**config.mk**
```make
export PLATFORM = sky130hd
export DESIGN_NAME = uart_command_frame_receiver_core
export DESIGN_NICKNAME = d
export VERILOG_FILES = /design/src/ucfr_pkg.sv /design/src/ucfr_front.sv /design/src/ucfr_queue.sv /design/src/ucfr_back.sv /design/src/uart_command_frame_receiver_core.sv
export VERILOG_INCLUDE_DIRS = /design/src /design/src/src
export SDC_FILE = /design/constraint.sdc
export NUM_CORES = 1
export LEC_CHECK = 0
export BUFFER_PORTS_ARGS = -buffer_cell sky130_fd_sc_hd__buf_2
export CAP_MARGIN = 20
export CORE_MARGIN = 2
export CORE_UTILIZATION = 57
export CTS_CLUSTER_SIZE = 25
export DETAILED_ROUTE_END_ITERATION = 8
export PLACE_DENSITY_LB_ADDON = 0.15
export SLEW_MARGIN = 20
export SYNTH_ARGS = -nofsm -noshare
export SYNTH_HDL_FRONTEND = slang
export SYNTH_HIERARCHICAL = 1
export SYNTH_SLANG_ARGS = --single-unit
```
**constraint.sdc**
```tcl
create_clock -name i_clk -period 3.85 [get_ports i_clk]
set_clock_uncertainty 0.15 [all_clocks]
set_input_delay 0.77 -clock i_clk [delete_from_list [all_inputs] [get_ports i_clk]]
set_output_delay 0.77 -clock i_clk [all_outputs]
set_load 0.02 [all_outputs]
```
**src/uart_command_frame_receiver_core_assert.svh**
```systemverilog
// Assertion macros used by the back-end RTL file, ucfr_back.sv.
// Each property macro takes a label, a clock, an active-low reset and its terms.
`ifndef UART_COMMAND_FRAME_RECEIVER_CORE_ASSERT_SVH
`define UART_COMMAND_FRAME_RECEIVER_CORE_ASSERT_SVH
`ifndef SYNTHESIS
`define UCFR_ASSERT_IMP(lbl, clk, rstn, ante, cons) \
    lbl: assert property (@(posedge clk) disable iff (!rstn) (ante) |-> (cons)) \
        else $error("ucfr same-cycle assertion failed");
`define UCFR_ASSERT_NXT(lbl, clk, rstn, ante, cons) \
    lbl: assert property (@(posedge clk) disable iff (!rstn) (ante) |=> (cons)) \
        else $error("ucfr next-cycle assertion failed");
`else
`define UCFR_ASSERT_IMP(lbl, clk, rstn, ante, cons)
`define UCFR_ASSERT_NXT(lbl, clk, rstn, ante, cons)
`endif
`endif

```
**src/ucfr_pkg.sv**
```systemverilog
// Package of the UART command frame receiver: types, command codes and defaults.
// No dependencies; every RTL module imports it.
`default_nettype none
package ucfr_pkg;

    localparam int DEF_PARAM_WORDS = 14;
    localparam int DEF_FRAME_BYTES = 56;
    localparam int DEF_QUEUE_DEPTH = 2;

    localparam logic [7:0] CMD_STOP     = 8'h30;
    localparam logic [7:0] CMD_TELE     = 8'h31;
    localparam logic [7:0] CMD_PARAMS   = 8'h32;
    localparam logic [7:0] CMD_FRAME    = 8'h33;
    localparam logic [7:0] CMD_EEPROM   = 8'h34;
    localparam logic [7:0] CMD_LOG      = 8'h35;
    localparam logic [7:0] CMD_BLK_ZERO = 8'h36;
    localparam logic [7:0] CMD_BLK_DEC  = 8'h37;
    localparam logic [7:0] CMD_BLK_INC  = 8'h38;
    localparam logic [7:0] CMD_BLK_LOAD = 8'h39;
    localparam logic [7:0] TAIL_BYTE    = 8'hAB;

    localparam logic [1:0] REQ_NONE   = 2'd0;
    localparam logic [1:0] REQ_PARAMS = 2'd1;
    localparam logic [1:0] REQ_EEPROM = 2'd2;
    localparam logic [1:0] REQ_BLOCK  = 2'd3;

    typedef struct packed {
        logic        beep;
        logic        stop;
        logic        tele;
        logic [1:0]  req;
        logic        sd_save;
        logic        write_info;
        logic [15:0] block;
    } t_status;

    typedef struct packed {
        logic    frame;
        t_status st;
    } t_job;

endpackage
`default_nettype wire

```
**src/ucfr_front.sv**
```systemverilog
// Front end: accepts received bytes, decodes commands, keeps the flags and block
// number, writes frame bytes to the store and queues one job per byte. Uses ucfr_pkg.
`default_nettype none
module ucfr_front import ucfr_pkg::*; #(
    parameter int FRAME_BYTES = DEF_FRAME_BYTES,
    localparam int MEM_DEPTH = (FRAME_BYTES + 3) / 4,
    localparam int MEM_AW = (MEM_DEPTH > 1) ? $clog2(MEM_DEPTH) : 1,
    localparam int CNT_W = $clog2(FRAME_BYTES + 1)
) (
    input  wire logic              i_clk,
    input  wire logic              i_rst_n,
    input  wire logic              i_in_valid,
    output logic                   o_in_ready,
    input  wire logic [7:0]        i_rx_byte,
    input  wire logic              i_card_ready,
    output logic                   o_push,
    output t_job                   o_job,
    input  wire logic              i_q_full,
    input  wire logic              i_frame_done,
    output logic                   o_wr_en,
    output logic [MEM_AW-1:0]      o_wr_addr,
    output logic [1:0]             o_wr_lane,
    output logic [7:0]             o_wr_data
);

    typedef enum logic [2:0] {
        M_IDLE  = 3'b001,
        M_FRAME = 3'b010,
        M_INDEX = 3'b100
    } t_mode;

    t_mode            r_mode, n_mode;
    logic [CNT_W-1:0] r_count, n_count;
    logic [7:0]       r_low, n_low;
    logic             r_stop, n_stop;
    logic             r_tele, n_tele;
    logic             r_log, n_log;
    logic             r_winfo, n_winfo;
    logic [15:0]      r_block, n_block;
    logic             r_busy;
    logic             accept;
    logic             beep;
    logic [1:0]       req;
    logic             frame;
    logic             store_wr;

    assign o_in_ready = !i_q_full && !r_busy;
    assign accept     = i_in_valid && o_in_ready;

    always_comb begin
        n_mode   = r_mode;
        n_count  = r_count;
        n_low    = r_low;
        n_stop   = r_stop;
        n_tele   = r_tele;
        n_log    = r_log;
        n_winfo  = r_winfo;
        n_block  = r_block;
        beep     = 1'b0;
        req      = REQ_NONE;
        frame    = 1'b0;
        store_wr = 1'b0;
        unique case (r_mode)
            M_FRAME: begin
                if (r_count < CNT_W'(FRAME_BYTES)) begin
                    store_wr = 1'b1;
                    n_count  = r_count + CNT_W'(1);
                end else begin
                    n_count = '0;
                    n_mode  = M_IDLE;
                    if (i_rx_byte == TAIL_BYTE) begin
                        frame = 1'b1;
                        req   = REQ_PARAMS;
                    end
                end
            end
            M_INDEX: begin
                if (r_count == '0) begin
                    n_low   = i_rx_byte;
                    n_count = CNT_W'(1);
                end else begin
                    n_block = {i_rx_byte, r_low};
                    req     = REQ_BLOCK;
                    n_count = '0;
                    n_mode  = M_IDLE;
                end
            end
            default: begin
                n_mode = M_IDLE;
                beep   = 1'b1;
                unique case (i_rx_byte)
                    CMD_STOP:   n_stop = !r_stop;
                    CMD_TELE:   n_tele = !r_tele;
                    CMD_PARAMS: req = REQ_PARAMS;
                    CMD_FRAME: begin
                        n_mode  = M_FRAME;
                        n_count = '0;
                    end
                    CMD_EEPROM: req = REQ_EEPROM;
                    CMD_LOG: begin
                        if (!r_log) begin
                            n_log   = 1'b1;
                            n_block = '0;
                            n_winfo = 1'b0;
                        end else begin
                            n_log   = 1'b0;
                            n_winfo = 1'b1;
                        end
                    end
                    CMD_BLK_ZERO: begin
                        n_block = '0;
                        req     = REQ_BLOCK;
                    end
                    CMD_BLK_DEC: begin
                        beep = 1'b0;
                        if (i_card_ready) begin
                            n_block = r_block - 16'd1;
                            req     = REQ_BLOCK;
                        end
                    end
                    CMD_BLK_INC: begin
                        beep = 1'b0;
                        if (i_card_ready) begin
                            n_block = r_block + 16'd1;
                            req     = REQ_BLOCK;
                        end
                    end
                    CMD_BLK_LOAD: begin
                        n_mode  = M_INDEX;
                        n_count = '0;
                    end
                    default: begin
                    end
                endcase
            end
        endcase
    end

    always_ff @(posedge i_clk) begin
        if (!i_rst_n) begin
            r_mode  <= M_IDLE;
            r_count <= '0;
            r_stop  <= 1'b0;
            r_tele  <= 1'b0;
            r_log   <= 1'b0;
            r_winfo <= 1'b0;
            r_block <= '0;
            r_busy  <= 1'b0;
        end else begin
            if (accept) begin
                r_mode  <= n_mode;
                r_count <= n_count;
                r_stop  <= n_stop;
                r_tele  <= n_tele;
                r_log   <= n_log;
                r_winfo <= n_winfo;
                r_block <= n_block;
            end
            if (accept && frame) begin
                r_busy <= 1'b1;
            end else if (i_frame_done) begin
                r_busy <= 1'b0;
            end
        end
    end

    always_ff @(posedge i_clk) begin
        if (accept) begin
            r_low <= n_low;
        end
    end

    always_comb begin
        o_job.frame         = frame;
        o_job.st.beep       = beep;
        o_job.st.stop       = n_stop;
        o_job.st.tele       = n_tele;
        o_job.st.req        = req;
        o_job.st.sd_save    = n_log;
        o_job.st.write_info = n_winfo;
        o_job.st.block      = n_block;
    end

    assign o_push    = accept;
    assign o_wr_en   = accept && store_wr;
    assign o_wr_addr = MEM_AW'(r_count >> 2);
    assign o_wr_lane = r_count[1:0];
    assign o_wr_data = i_rx_byte;

endmodule
`default_nettype wire

```
**src/ucfr_queue.sv**
```systemverilog
// Short job queue between the front end and the back end.
// Holds t_job entries from ucfr_pkg.
`default_nettype none
module ucfr_queue import ucfr_pkg::*; #(
    parameter int DEPTH = DEF_QUEUE_DEPTH,
    localparam int AW = (DEPTH > 1) ? $clog2(DEPTH) : 1,
    localparam int CW = $clog2(DEPTH + 1)
) (
    input  wire logic i_clk,
    input  wire logic i_rst_n,
    input  wire logic i_push,
    input  wire t_job i_data,
    output logic      o_full,
    input  wire logic i_pop,
    output t_job      o_data,
    output logic      o_empty
);

    t_job          r_data [DEPTH];
    logic [AW-1:0] r_wptr, r_rptr;
    logic [CW-1:0] r_cnt;

    assign o_full  = (r_cnt == CW'(DEPTH));
    assign o_empty = (r_cnt == '0);
    assign o_data  = r_data[r_rptr];

    always_ff @(posedge i_clk) begin
        if (!i_rst_n) begin
            r_wptr <= '0;
            r_rptr <= '0;
            r_cnt  <= '0;
        end else begin
            if (i_push) begin
                r_wptr <= (r_wptr == AW'(DEPTH - 1)) ? '0 : r_wptr + AW'(1);
            end
            if (i_pop) begin
                r_rptr <= (r_rptr == AW'(DEPTH - 1)) ? '0 : r_rptr + AW'(1);
            end
            if (i_push && !i_pop) begin
                r_cnt <= r_cnt + CW'(1);
            end else if (i_pop && !i_push) begin
                r_cnt <= r_cnt - CW'(1);
            end
        end
    end

    always_ff @(posedge i_clk) begin
        if (i_push) begin
            r_data[r_wptr] <= i_data;
        end
    end

endmodule
`default_nettype wire

```
**src/ucfr_back.sv**
```systemverilog
// Back end: takes jobs from the queue, holds the frame store and drives the result
// register, one status result or one parameter word at a time. Uses ucfr_pkg.
`default_nettype none
`include "uart_command_frame_receiver_core_assert.svh"
module ucfr_back import ucfr_pkg::*; #(
    parameter int PARAM_WORDS = DEF_PARAM_WORDS,
    parameter int FRAME_BYTES = DEF_FRAME_BYTES,
    localparam int MEM_DEPTH = (FRAME_BYTES + 3) / 4,
    localparam int MEM_AW = (MEM_DEPTH > 1) ? $clog2(MEM_DEPTH) : 1
) (
    input  wire logic              i_clk,
    input  wire logic              i_rst_n,
    input  wire logic              i_empty,
    input  wire t_job              i_job,
    output logic                   o_pop,
    input  wire logic              i_wr_en,
    input  wire logic [MEM_AW-1:0] i_wr_addr,
    input  wire logic [1:0]        i_wr_lane,
    input  wire logic [7:0]        i_wr_data,
    output logic                   o_done,
    output logic                   o_out_valid,
    input  wire logic              i_out_ready,
    output t_status                o_st,
    output logic                   o_param_valid,
    output logic [3:0]             o_param_index,
    output logic [31:0]            o_param_value,
    output logic                   o_last
);

    typedef enum logic [2:0] {
        B_IDLE  = 3'b001,
        B_FETCH = 3'b010,
        B_WORD  = 3'b100
    } t_bstate;

    localparam logic [3:0] LAST_IDX = 4'(PARAM_WORDS - 1);

    t_bstate          r_state, n_state;
    logic [3:0]       r_word;
    t_status          r_fst;
    logic [31:0]      r_mem [MEM_DEPTH];
    logic [31:0]      r_mem_q;
    logic [MEM_AW-1:0] rd_addr;
    logic [31:0]      word_val;
    logic             slot_free;
    logic             emit_word;
    logic             last_word;
    logic             r_ovalid;
    t_status          r_ost;
    logic             r_opvalid;
    logic [3:0]       r_oidx;
    logic [31:0]      r_oval;
    logic             r_olast;

    assign slot_free = !r_ovalid || i_out_ready;
    assign o_pop     = (r_state == B_IDLE) && !i_empty && (i_job.frame || slot_free);
    assign emit_word = (r_state == B_WORD) && slot_free;
    assign last_word = (r_word == LAST_IDX);
    assign o_done    = emit_word && last_word;
    assign rd_addr   = ({1'b0, r_word} < 5'(MEM_DEPTH)) ? MEM_AW'(r_word) : '0;

    always_comb begin
        for (int k = 0; k < 4; k++) begin
            word_val[8*k +: 8] = ({1'b0, r_word, 2'(k)} < 7'(FRAME_BYTES)) ?
                                 r_mem_q[8*k +: 8] : 8'h00;
        end
    end

    always_comb begin
        n_state = r_state;
        unique case (r_state)
            B_IDLE: begin
                if (o_pop && i_job.frame) begin
                    n_state = B_FETCH;
                end
            end
            B_FETCH: n_state = B_WORD;
            B_WORD: begin
                if (emit_word) begin
                    n_state = last_word ? B_IDLE : B_FETCH;
                end
            end
            default: n_state = B_IDLE;
        endcase
    end

    always_ff @(posedge i_clk) begin
        if (!i_rst_n) begin
            r_state  <= B_IDLE;
            r_ovalid <= 1'b0;
        end else begin
            r_state <= n_state;
            if ((o_pop && !i_job.frame) || emit_word) begin
                r_ovalid <= 1'b1;
            end else if (i_out_ready) begin
                r_ovalid <= 1'b0;
            end
        end
    end

    always_ff @(posedge i_clk) begin
        if (o_pop && i_job.frame) begin
            r_word <= '0;
            r_fst  <= i_job.st;
        end else if (emit_word && !last_word) begin
            r_word <= r_word + 4'd1;
        end
        if (o_pop && !i_job.frame) begin
            r_ost     <= i_job.st;
            r_opvalid <= 1'b0;
            r_oidx    <= '0;
            r_oval    <= '0;
            r_olast   <= 1'b1;
        end else if (emit_word) begin
            r_ost     <= r_fst;
            r_opvalid <= 1'b1;
            r_oidx    <= r_word;
            r_oval    <= word_val;
            r_olast   <= last_word;
        end
    end

    always_ff @(posedge i_clk) begin
        if (i_wr_en) begin
            r_mem[i_wr_addr][{i_wr_lane, 3'b000} +: 8] <= i_wr_data;
        end
        r_mem_q <= r_mem[rd_addr];
    end

    assign o_out_valid   = r_ovalid;
    assign o_st          = r_ost;
    assign o_param_valid = r_opvalid;
    assign o_param_index = r_oidx;
    assign o_param_value = r_oval;
    assign o_last        = r_olast;

    `UCFR_ASSERT_IMP(a_pop_nonempty, i_clk, i_rst_n, o_pop, !i_empty)
    `UCFR_ASSERT_IMP(a_done_last_word, i_clk, i_rst_n, o_done, r_word == LAST_IDX)
    `UCFR_ASSERT_NXT(a_done_to_idle, i_clk, i_rst_n, o_done, r_state == B_IDLE)
    `UCFR_ASSERT_IMP(a_index_range, i_clk, i_rst_n, r_ovalid && r_opvalid, r_oidx <= LAST_IDX)

endmodule
`default_nettype wire

```
**src/uart_command_frame_receiver_core.sv**
```systemverilog
// A plain byte passes the job queue and the output register; one byte per cycle while the
// output is not held back and no frame is read out. A 0xAB tail gives its words one by one,
// paced by the registered read of the frame store; input stalls until the last word is out.
// Reset is synchronous, active low: flags, mode, block number and queue clear at once,
// and the frame store is not cleared.
`default_nettype none
module uart_command_frame_receiver_core import ucfr_pkg::*; #(
    parameter int PARAM_WORDS = DEF_PARAM_WORDS,
    parameter int FRAME_BYTES = DEF_FRAME_BYTES,
    parameter int QUEUE_DEPTH = DEF_QUEUE_DEPTH,
    localparam int MEM_DEPTH = (FRAME_BYTES + 3) / 4,
    localparam int MEM_AW = (MEM_DEPTH > 1) ? $clog2(MEM_DEPTH) : 1
) (
    input  wire logic        i_clk,
    input  wire logic        i_rst_n,
    input  wire logic        i_in_valid,
    output logic             o_in_ready,
    input  wire logic [7:0]  i_rx_byte,
    input  wire logic        i_card_ready,
    output logic             o_out_valid,
    input  wire logic        i_out_ready,
    output logic             o_beep_pulse,
    output logic             o_stop_control,
    output logic             o_send_data_control,
    output logic [1:0]       o_request,
    output logic             o_sd_save,
    output logic             o_sd_write_info,
    output logic [15:0]      o_block_number,
    output logic             o_param_valid,
    output logic [3:0]       o_param_index,
    output logic [31:0]      o_param_value,
    output logic             o_last
);

    logic              q_push, q_pop, q_full, q_empty;
    t_job              push_job, pop_job;
    logic              frame_done;
    logic              wr_en;
    logic [MEM_AW-1:0] wr_addr;
    logic [1:0]        wr_lane;
    logic [7:0]        wr_data;
    t_status           out_st;

    ucfr_front #(
        .FRAME_BYTES (FRAME_BYTES)
    ) u_front (
        .i_clk        (i_clk),
        .i_rst_n      (i_rst_n),
        .i_in_valid   (i_in_valid),
        .o_in_ready   (o_in_ready),
        .i_rx_byte    (i_rx_byte),
        .i_card_ready (i_card_ready),
        .o_push       (q_push),
        .o_job        (push_job),
        .i_q_full     (q_full),
        .i_frame_done (frame_done),
        .o_wr_en      (wr_en),
        .o_wr_addr    (wr_addr),
        .o_wr_lane    (wr_lane),
        .o_wr_data    (wr_data)
    );

    ucfr_queue #(
        .DEPTH (QUEUE_DEPTH)
    ) u_queue (
        .i_clk   (i_clk),
        .i_rst_n (i_rst_n),
        .i_push  (q_push),
        .i_data  (push_job),
        .o_full  (q_full),
        .i_pop   (q_pop),
        .o_data  (pop_job),
        .o_empty (q_empty)
    );

    ucfr_back #(
        .PARAM_WORDS (PARAM_WORDS),
        .FRAME_BYTES (FRAME_BYTES)
    ) u_back (
        .i_clk         (i_clk),
        .i_rst_n       (i_rst_n),
        .i_empty       (q_empty),
        .i_job         (pop_job),
        .o_pop         (q_pop),
        .i_wr_en       (wr_en),
        .i_wr_addr     (wr_addr),
        .i_wr_lane     (wr_lane),
        .i_wr_data     (wr_data),
        .o_done        (frame_done),
        .o_out_valid   (o_out_valid),
        .i_out_ready   (i_out_ready),
        .o_st          (out_st),
        .o_param_valid (o_param_valid),
        .o_param_index (o_param_index),
        .o_param_value (o_param_value),
        .o_last        (o_last)
    );

    assign o_beep_pulse        = out_st.beep;
    assign o_stop_control      = out_st.stop;
    assign o_send_data_control = out_st.tele;
    assign o_request           = out_st.req;
    assign o_sd_save           = out_st.sd_save;
    assign o_sd_write_info     = out_st.write_info;
    assign o_block_number      = out_st.block;

endmodule
`default_nettype wire

```
==> reports/qor.txt <==
H-tree Lvls: 3
Setup TNS: 0 ns
Clock power frac: 39.3%
WL/cell: 23.1 um
Primary FF master, synth: edfxtp_1
register area share after synthesis: 66.4%
die area: 51400 sq um
total clock sinks: 663
Num CTS Buffers: 69
HP Class: reg2reg
Final Non-Filler Cells: 2891
initial antenna violation count: 0
crit start category: flip-flop
Layout Utilization: 64.5%
core area: 49000 sq um
num rows: 81
CP Class: reg2reg
Crit Path Max Fanout: 14
warnings from Yosys: 6
Fmax: 0.313 GHz
relative slew slack: 30.0%
initial core utilization: 57.8%
Synth Register Bits: 663
Avg Cell Area, Syn: 13.3 sq um
commonest cells after routing, fill and taps aside: edfxtp_1, nor2_1, a21oi_1
vias per cell: 6.17
Syn Std Cell Area: 28300 sq um
Post-Synthesis Cells: 2122
Setup Buffers After CTS: 0
final period utilization: 82.9%
number of synthesized flops with an enable pin: 550
commonest non-fill, non-tap cell in the layout: edfxtp_1
first-pass GRT wire length: 102000 um
# DRC: 0
routed via count: 17800
hold_buf cts: 0
Pre-antenna DRT Iters: 5
Synth cell types: 79
Req. time, crit path: 3.91 ns
Setup crit end kind: flip-flop
Comb pwr share: 11.0%
Post-DP HPWL: 42200 um
# diodes: 0
remaining global-route overflow: 0
Die Wd: 227 um
post-layout min period: 3.19 ns
NetSw: 3.96 mW
CTS tree: yes
asr flop ratio synth: 0%
Worst-path clk slew: 0.06 ns
RSZ-0062 raised after global routing: false
R2R setup slack: 0.66 ns
Routed Wire Length: 66900 um
die height: 227 um
max cap viols: 0
CP arrival: 3.26 ns
Worst IR Drop VDD: 408 uV
CTS Buffer Depth: 3
CTS root buf: clkbuf_16
DRC marker count from the first detailed-route iteration: 1854
nets@finish: 2197
fin. max-slew vios: 0
vias in the first global route: 17400
later-pin clock latency in the skew report: 0.60 ns
syn nets: 2147
Slew @ Worst Pin: 1.05 ns
final setup vio count: 0
area growth from synthesis to layout: 11.6%
largest net degree at the start of global routing: 100
final setup margin: 0.658 ns
status: finished clean
I/O pin total: 76
Cells after DPL: 2765
Lkg Pwr: 9.65 nW
total track usage: 26.2%
gpl congestion: 0.911
Switching Fraction: 23.7%
register share of total power: 49.7%
Port Buffer Count: 75
Detail Route Antenna Nets: 0
Post-CTS Resized: 0
total power per unit cell area: 529 nW/um^2
Cell Int Power: 12.8 mW
Hold Fails Final Rpt: 0
dpl ws: 0.630 ns
share of cells above drive strength 1: 17.4%
## critical path, stage by stage (launching register included)
cell and delay [ns]:
dfxtp_1 0.33, nand2b_1 0.31, nor2_1 0.23, nand2_1 0.18
nor2_1 0.45, nand2_1 0.44, nor2_1 0.71
## power groups by stage
stage / Combinational, mW / Sequential [mW] / Clock, mW
2_1_floorplan: 1.25 / 8.54 / 0
3_3_place_gp: 1.81 / 8.45 / 0
3_5_place_dp: 1.85 / 8.46 / 0
4_1_cts: 1.85 / 8.31 / 6.68
5_1_grt: 2.00 / 8.35 / 6.98
6_report: 1.84 / 8.31 / 6.57
## worst paths after layout
kind	start	endpoint	depth (start not counted)
worst max-delay path	u_front/r_mode[2]$_SDFFE_PN0P_	u_back/r_mem[6][19]$_DFFE_PP_	6
worst min-delay path	u_back/o_param_value[26]$_SDFFE_PP0P_	u_back/o_param_value[26]$_SDFFE_PP0P_	2
worst max register to register	u_front/r_mode[2]$_SDFFE_PN0P_	u_back/r_mem[6][19]$_DFFE_PP_	6
worst min register to register	u_back/o_param_value[26]$_SDFFE_PP0P_	u_back/o_param_value[26]$_SDFFE_PP0P_	2
## cell families after synthesis
| group | synth area share [%] |
|---|---|
| and+or+nand+nor | 10.6 |
| muxes | 8.03 |
| adders and majority gates | 0.531 |
| buffers and inverters | 2.88 |
| AOI/OAI and AO/OA | 11.1 |
| DFF | 66.4 |
| xor gates and xnor gates | 0.433 |
## synth_stat cells (7+ instances only)
cell	instances	area [sq um]
a21oi_1	122	611
edfxtp_1	550	16500
a211oi_1	67	503
buf_1	11	41.3
o21ai_0	70	350
a22oi_1	10	75.1
buf_4	23	173
o31ai_1	9	67.6
nor2b_1	80	500
nand3_1	58	290
a31oi_1	13	81.3
o21ai_1	9	45.0
and2_1	41	257
nand2b_1	76	475
o22ai_1	103	644
nor3_1	14	70.1
buf_2	34	170
a32o_1	32	320
ha_1	12	150
inv_1	12	45.0
dfxtp_1	113	2260
and3_1	7	43.8
mux2i_1	101	1010
clkbuf_1	91	342
nor2_1	137	514
nand2_1	87	327
xor2_1	11	96.3
mux2_2	112	1260
## layer usage
metal	track usage [%]	share of wire, %	up-vias
li1	-	-	8165
met5	0	0	-
met2	43.2	49	578
met4	8.57	2.5	0
met1	36.1	43	8981
met3	3.67	6.0	102
## state kept, by name, summed over array words and instances, names as in the netlist, 2 cells and up, named ones only
| register | flops |
|---|---|
| u_back/r_mem_q | 32 |
| u_queue/r_cnt | 2 |
| u_front/r_block | 16 |
| u_back/o_param_value | 32 |
| u_back/o_st | 23 |
| u_front/r_low | 8 |
| u_back/o_param_index | 4 |
| u_back/r_mem | 448 |
| u_front/r_count | 6 |
| u_queue/r_data | 48 |
| u_back/r_fst | 23 |
| u_front/r_mode | 3 |
| u_back/r_state | 3 |
| u_back/r_word | 4 |
## per-stage QoR
step                hold WS (ns)  area (sq um)  total power, mW
global route               0.309         31600             17.3
CTS                        0.301         31600             16.9
detailed placement         0.293         29300             10.3
finish                     0.296         31600             16.7
global placement           0.287         29300             10.3
floorplan                  0.283         28300             9.79
## layout make-up
| class | instances | area [sq um] |
|---|---|---|
| clock inverter | 25 | 235 |
| inverter | 12 | 45.0 |
| multi-input combinational | 1284 | 8710 |
| clock buffer | 101 | 2030 |
| tap | 664 | 831 |
| sequential | 663 | 18800 |
| timing repair buffer | 142 | 941 |
| fill | 3559 | 17400 |
Power figures use the tool's default switching activity.
